==> src/hdl/frustum_aabb_cull_defines.svh <==
// Assertion macros for the frustum box culler.
// Used by the top level; expects clk and arst_n in the including scope.
`ifndef FRUSTUM_AABB_CULL_DEFINES_SVH
`define FRUSTUM_AABB_CULL_DEFINES_SVH

// Same-cycle implication, disabled during reset.
`define FAC_CHECK(label, ante, cons) \
	label: assert property (@(posedge clk) disable iff (!arst_n) (ante) |-> (cons)) \
		else $error("frustum_aabb_cull check failed");

// Next-cycle implication, disabled during reset.
`define FAC_CHECK_NEXT(label, ante, cons) \
	label: assert property (@(posedge clk) disable iff (!arst_n) (ante) |=> (cons)) \
		else $error("frustum_aabb_cull check failed");

`endif

==> src/hdl/fac_pkg.sv <==
// Shared types and constants for the frustum box culler.
// No dependencies; imported by fac_cell and frustum_aabb_cull.
`default_nettype none

package fac_pkg;

	localparam int NUM_PLANES = 6;
	localparam int CELL_ID_W = 4;
	localparam int IDX_W = 3;
	localparam int NORM_W = 16;
	localparam int COORD_W = 32;
	localparam int OFFS_W = 48;
	localparam int PROD_W = NORM_W + COORD_W;
	localparam int SUM_W = PROD_W + 2;

	typedef enum logic {
		ACT_LOAD = 1'b0,
		ACT_TEST = 1'b1
	} action_t;

	typedef struct packed {
		action_t action;
		logic [IDX_W-1:0] plane_index;
		logic signed [NORM_W-1:0] normal_x;
		logic signed [NORM_W-1:0] normal_y;
		logic signed [NORM_W-1:0] normal_z;
		logic signed [OFFS_W-1:0] plane_offset;
		logic signed [COORD_W-1:0] box_max_x;
		logic signed [COORD_W-1:0] box_max_y;
		logic signed [COORD_W-1:0] box_max_z;
		logic signed [COORD_W-1:0] box_min_x;
		logic signed [COORD_W-1:0] box_min_y;
		logic signed [COORD_W-1:0] box_min_z;
	} item_t;

endpackage

`default_nettype wire

==> src/hdl/fac_cell.sv <==
// One plane cell of the culling chain: holds a plane and tests passing boxes.
// Depends on fac_pkg; instantiated once per plane by frustum_aabb_cull.
`default_nettype none

module fac_cell import fac_pkg::*; (
	input  logic                 clk,
	input  logic                 arst_n,
	input  logic                 adv,
	input  logic [CELL_ID_W-1:0] cell_id,
	input  logic                 in_valid,
	input  item_t                in_item,
	input  logic                 in_inside,
	output logic                 out_valid,
	output item_t                out_item,
	output logic                 out_inside
);

	logic signed [NORM_W-1:0]  nx_q, ny_q, nz_q;
	logic signed [OFFS_W-1:0]  off_q;
	logic                      hit;
	logic signed [COORD_W-1:0] cx, cy, cz;
	logic signed [PROD_W-1:0]  px, py, pz;

	logic                      valid_s1;
	item_t                     item_s1;
	logic                      inside_s1;
	logic signed [PROD_W-1:0]  px_s1, py_s1, pz_s1;
	logic signed [OFFS_W-1:0]  off_s1;

	logic signed [SUM_W-1:0]   sum;
	logic signed [SUM_W-1:0]   off_ext;
	logic                      pass;

	logic                      valid_s2;
	item_t                     item_s2;
	logic                      inside_s2;

	assign hit = in_valid && (in_item.action == ACT_LOAD)
		&& (CELL_ID_W'(in_item.plane_index) == cell_id);

	always_ff @(posedge clk or negedge arst_n) begin
		if (!arst_n) begin
			nx_q  <= '0;
			ny_q  <= '0;
			nz_q  <= '0;
			off_q <= '0;
		end else if (adv && hit) begin
			nx_q  <= in_item.normal_x;
			ny_q  <= in_item.normal_y;
			nz_q  <= in_item.normal_z;
			off_q <= in_item.plane_offset;
		end
	end

	// A zero normal component selects the max corner.
	always_comb begin
		cx = nx_q[NORM_W-1] ? in_item.box_min_x : in_item.box_max_x;
		cy = ny_q[NORM_W-1] ? in_item.box_min_y : in_item.box_max_y;
		cz = nz_q[NORM_W-1] ? in_item.box_min_z : in_item.box_max_z;
		px = nx_q * cx;
		py = ny_q * cy;
		pz = nz_q * cz;
	end

	always_ff @(posedge clk or negedge arst_n) begin
		if (!arst_n) begin
			valid_s1 <= 1'b0;
		end else if (adv) begin
			valid_s1 <= in_valid;
		end
	end

	always_ff @(posedge clk) begin
		if (adv) begin
			item_s1   <= in_item;
			inside_s1 <= in_inside;
			px_s1     <= px;
			py_s1     <= py;
			pz_s1     <= pz;
			off_s1    <= off_q;
		end
	end

	always_comb begin
		sum = $signed({{2{px_s1[PROD_W-1]}}, px_s1})
			+ $signed({{2{py_s1[PROD_W-1]}}, py_s1})
			+ $signed({{2{pz_s1[PROD_W-1]}}, pz_s1});
		off_ext = $signed({{(SUM_W-OFFS_W){off_s1[OFFS_W-1]}}, off_s1});
		pass = (sum >= off_ext);
	end

	always_ff @(posedge clk or negedge arst_n) begin
		if (!arst_n) begin
			valid_s2 <= 1'b0;
		end else if (adv) begin
			valid_s2 <= valid_s1;
		end
	end

	always_ff @(posedge clk) begin
		if (adv) begin
			item_s2   <= item_s1;
			inside_s2 <= inside_s1 & pass;
		end
	end

	assign out_valid  = valid_s2;
	assign out_item   = item_s2;
	assign out_inside = inside_s2;

endmodule

`default_nettype wire
==> config.mk <==
export PLATFORM = sky130hd
export DESIGN_NAME = fac_cell
export DESIGN_NICKNAME = d
export VERILOG_FILES = /design/src/hdl/frustum_aabb_cull_defines.svh /design/src/hdl/fac_pkg.sv /design/src/hdl/fac_cell.sv
export SDC_FILE = /design/constraint.sdc
export NUM_CORES = 2
export LEC_CHECK = 0
export BUFFER_PORTS_ARGS = -buffer_cell sky130_fd_sc_hd__buf_2
export CAP_MARGIN = 10
export CORE_MARGIN = 8
export CORE_UTILIZATION = 55
export CTS_BUF_LIST = sky130_fd_sc_hd__clkbuf_2 sky130_fd_sc_hd__clkbuf_4 sky130_fd_sc_hd__clkbuf_8
export CTS_CLUSTER_DIAMETER = 80
export DETAILED_ROUTE_END_ITERATION = 8
export PLACE_DENSITY = 0.81
export SLEW_MARGIN = 10
export SYNTH_ARGS = -nofsm -noshare
export SYNTH_HDL_FRONTEND = slang
export SYNTH_SLANG_ARGS = --single-unit
==> constraint.sdc <==
create_clock -name clk -period 9.1 [get_ports clk]
set_input_delay 0.455 -clock clk [delete_from_list [all_inputs] [get_ports clk]]
set_output_delay 0.455 -clock clk [all_outputs]
set_load 0.05 [all_outputs]
# Word level (Yosys, flattened, before mapping)
# Index checks and enable logic that the tools add are counted.
op_classes:
  n_addsub: 2
  mul: 3
  div: 0
  order_cmp: 1
  eq_ne: 1
  shifts: 0
  n_mux: 3
  bitwise_logic: 2
  reduce_logical: 3
op_table:
  columns: ["operator", "count"]
  rows:
  - ["16-bit by 32-bit multiplier with 48-bit output", 3]
  - ["32-bit two-way mux", 3]
  - ["49-bit by 48-bit adder with 50-bit output", 1]
  - ["50-bit by 48-bit >= comparator with 1-bit output", 1]
  - ["48-bit by 48-bit adder with 49-bit output", 1]
  - ["3-bit by 4-bit equality test with 1-bit output", 1]
  - ["1-bit logical AND", 3]
  - ["1-bit bitwise AND", 1]
  - ["1-bit NOT", 1]
totals:
  reg_bits: 876
  latch_bits: 0
  ram_bits: 0
  mem_bits_ro: 0
  in_bits: 301
  mem_count: 0

# Logic depth before layout (Yosys ltp)
depth:
  ltp_word: 4
  ltp_mapped: 28
  depth_no_buf: 26

# Worst setup path after synthesis
# OpenSTA, ideal clock, no wires.
synth_path:
  kind: "reg-to-reg"
  from: "register nz_q[15]"
  to: "register pz_s1[42], data pin"
  setup_time_ns: 0.263
  t_arrival_ns: 6.944
  t_required_ns: 8.837
  setup_slack_ns: 1.893
  path_stages_with_launch: 26
  cell_sequence: "dfrtp_1 buf_1 clkbuf_1 mux2_2 clkbuf_1 nand2_1 fa_1 fa_1 fa_1 inv_1 fa_1 fa_1 inv_1 fa_1 inv_1 ha_1 clkbuf_1 a21o_1 a211o_1 or3_1 o221ai_1 o21ai_0 a311oi_1 nor3_1 a31oi_1 xnor2_1"
synth_via:
  elab_chain_len: 2
synth_lines:
  columns: ["element", "line_no", "rtl"]
  rows:
  - ["from (decl)", "fac_cell.sv:18", "logic signed [NORM_W-1:0] nx_q, ny_q, nz_q;"]
  - ["from (signal assigned)", "fac_cell.sv:50", "nz_q <= in_item.normal_z;"]
  - ["32-bit two-way mux", "fac_cell.sv:59", "cz = nz_q[NORM_W-1] ? in_item.box_min_z : in_item.box_max_z;"]
  - ["16-bit by 32-bit multiplier with 48-bit output *", "fac_cell.sv:62", "pz = nz_q * cz;"]
  - ["net pz[42]", "fac_cell.sv:22", "logic signed [PROD_W-1:0] px, py, pz;"]
  - ["to (signal assigned)", "fac_cell.sv:79", "pz_s1 <= pz;"]
  - ["to (decl)", "fac_cell.sv:27", "logic signed [PROD_W-1:0] px_s1, py_s1, pz_s1;"]
# Mark *: on every way through the listed nets, which the timed path passes. The rest lies on a longest branch.
# A chain may end at the register's enable or synchronous reset.

# Worst setup path after layout
layout_path:
  from: "register nz_q[15]"
  to: "register pz_s1[45], data pin"
# The elaborated chain is that of the path after synthesis.

==> impl_metrics.py <==
metrics = {
    "run_status": {
        "status": "finished clean",
    },
    "synth": {
        "ys.flop_type": "edfxtp_1",
        "seq_area_frac_synth_pct": 29.9,
        "synth_nets": 10024,
        "synthArstFlopShare_pct": 11.2,
        "syn_area_um2": 86300,
        "synthCells": 7776,
        "syn-mean-instance-area_um2": 11.1,
        "ys_ff_latch": 876,
        "synth_top_area_cell": "fa_1",
        "synth-edff-count": 778,
        "ys_types": 81,
        "synth.top_cells.by_area": "fa_1 35%, edfxtp_1 27%, inv_1 7.5%",
        "synth_top_area_share_pct": 34.9,
        "ys_warn_count": 0,
    },
    "sta": {
        "setup_viol": 0,
        "tightest_slew_ns": 1.33,
        "fmax_ghz": 0.124,
        "finalCriticalPeriod_ns": 8.09,
        "rsz0062_at_grt": "no",
        "relSlewSlack_pct": 11.4,
        "report.final.slew_viol_count": 0,
        "clock_skew_ns": 0.0496,
        "fin_crit_sh_pct": 88.9,
        "hold_viol_final": 0,
        "tns_ns": 0,
    },
    "global_routing": {
        "grt-ovfl-total": 0,
        "grt_pass1_wl_um": 353000,
        "antenna_found_initial": 22,
        "grt_max_degree": 152,
        "first_global_vias": 65355,
        "grt_usage_pct": 26.5,
    },
    "critical_path": {
        "critPathKind": "register to register",
        "cp_num_buf_inv": 5,
        "cp-startpoint": "nz_q[15]$_DFFE_PN0P_",
        "start_kind": "register",
        "cpMostUsedCell": "fa_1",
        "cp_num_cells": 23,
        "end_kind": "register",
        "crit_chain": "buf_4, mux2_2, and2_1, fa_1, inv_1, fa_1, fa_1, inv_1, fa_1, fa_1, inv_1, fa_1, inv_1, ha_1, a21o_1, a21o_1, a221oi_1, o21ai_0, a21oi_1, o211ai_1, a21boi_0, o21ai_0, xor2_1",
        "worstReg2RegEnd": "pz_s1[45]$_DFFE_PP_",
        "critPathTopFamily": "adder cells",
        "rr_worst_depth": 23,
        "worstPathRequired_ns": 9.77,
        "cp_slowest_cell": "dfrtp_1",
        "rr_startpoint": "nz_q[15]$_DFFE_PN0P_",
        "worst-path-max-fanout": 23,
        "ff2ff_setup_slack_ns": 1.01,
        "endpoint": "pz_s1[45]$_DFFE_PP_",
        "crit_arrival_ns": 8.76,
        "cpPeakStageDelay_ns": 0.99,
    },
    "routing": {
        "drt_pass1_iterations": 6,
        "via_count": 58881,
        "drcViolationCount": 0,
        "drt_iter0_drc": 5071,
        "routed_wl_um": 221000,
        "ant_nets": 0,
        "wl_per_cell_um": 20.5,
        "via_per_inst": 5.47,
    },
    "clocking": {
        "post_cts_buffers": 0,
        "clockBufferDepth": 3,
        "cts_resized": 0,
        "cts_buffers": 152,
        "h-tree-depth": 4,
        "hold_buffers": 296,
        "cts_tree": "yes",
        "insertion_delay_ns": 0.93,
        "clkSlewWorstSetupHoldPaths_ns": 0.07,
        "clockRootBuffer": "clkbuf_8",
        "cts.sinks": 876,
    },
    "floorplan": {
        "num_rows": 145,
        "start_util_pct": 55.3,
        "core_area_um2": 156000,
        "die-width_um": 412,
        "io_pins": 595,
        "die-area_um2": 170000,
        "die_y_um": 412,
    },
    "placed_design": {
        "dpl.hpwl_um": 171000,
        "gp_congestion": 0.930,
        "io_buffers": 594,
    },
    "layout": {
        "final_common_cell": "inv_1",
        "final_util_pct": 62.5,
        "nets": 10825,
        "drive_above_1_share_pct": 13.0,
        "area_delta_synth_final_pct": 12.9,
        "layout_common_cells": "1,721 x inv_1, 1,507 x fa_1, 902 x nand2_1",
    },
    "job": {
        "maxCapViolations": 0,
    },
    "min_path": {
        "min_path_type": "primary input to asynchronous set/reset pin",
    },
}
## sequential cells by signal, indices dropped and copies added, names as in the netlist, 16 cells and up
signal,cells
item_s1,292
out_item,292
off_q,48
off_s1,48
px_s1,48
py_s1,48
pz_s1,48
nx_q,16
ny_q,16
nz_q,16
## how the worst min path moves through the flow
stage	depth (start not counted)	slack (ns)	from	endpoint
floorplan	0	0.16	arst_n	nx_q[0]$_DFFE_PN0P_
global route	2	0.04	arst_n	nx_q[9]$_DFFE_PN0P_
global placement	0	0.40	item_s1[150]$_DFFE_PP_	out_item[150]$_DFFE_PP_
detailed placement	0	0.40	item_s1[100]$_DFFE_PP_	out_item[100]$_DFFE_PP_
finish	2	0.06	arst_n	nx_q[9]$_DFFE_PN0P_
CTS	2	0.01	arst_n	nx_q[14]$_DFFE_PN0P_
## area by class of cell
class                      instances  area [um2]
timing repair buffer             944        6370
clock inverter                    67         682
inverter                        1724        6470
clock buffer                     212        2610
fill                           11723       58500
multi-input combinational       4879       52900
antenna                           14        35.0
tap                             2058        2570
sequential                       876       25800
## layer usage
layer | track usage [%] | part of all wire (%)
met1 | 32.2 | 37
met2 | 45.8 | 51
met3 | 5.28 | 7.5
met4 | 12.2 | 4.9
met5 | 0 | 0.012
## cell families (layout without fill, tap and decap cells)
kind of cell	after synthesis	in the layout	share of synthesized area (%)
mux	196	196	2.55
simple gates	1906	1906	10.7
fa+ha+maj	1947	1947	41.3
buf+inv	2021	2947	8.79
flops	876	876	29.9
compound gates	629	629	4.74
xor+xnor	201	201	2.04
other cells	0	14	0
## stage by stage
stage	cell area [um2]	hold slack, ns	cells	setup WS (ns)
floorplan	86300	0.159	7776	1.89
global placement	91200	0.400	10185	1.27
detailed placement	91200	0.405	10185	1.08
CTS	97500	0.0107	10760	1.08
global route	97500	0.0420	10769	0.602
finish	97500	0.0570	10774	1.01
## cells in the mapped netlist (10+ instances only)
cell	instances
a211oi_1	22
a21boi_0	10
a21o_1	107
a21oi_1	207
a31oi_1	13
and2_1	581
and3_1	19
buf_1	12
clkbuf_1	285
dfrtp_1	98
edfxtp_1	778
fa_1	1507
ha_1	440
inv_1	1721
mux2_2	191
nand2_1	902
nand2b_1	41
nand3_1	40
nand4_1	29
nor2_1	166
nor2b_1	65
nor3_1	26
o211ai_1	20
o21a_1	22
o21ai_0	108
o21bai_1	33
xnor2_1	145
xor2_1	56
Power is not shown: default switching activity piles up to over one toggle a cycle in this logic, so the estimate is an artifact.
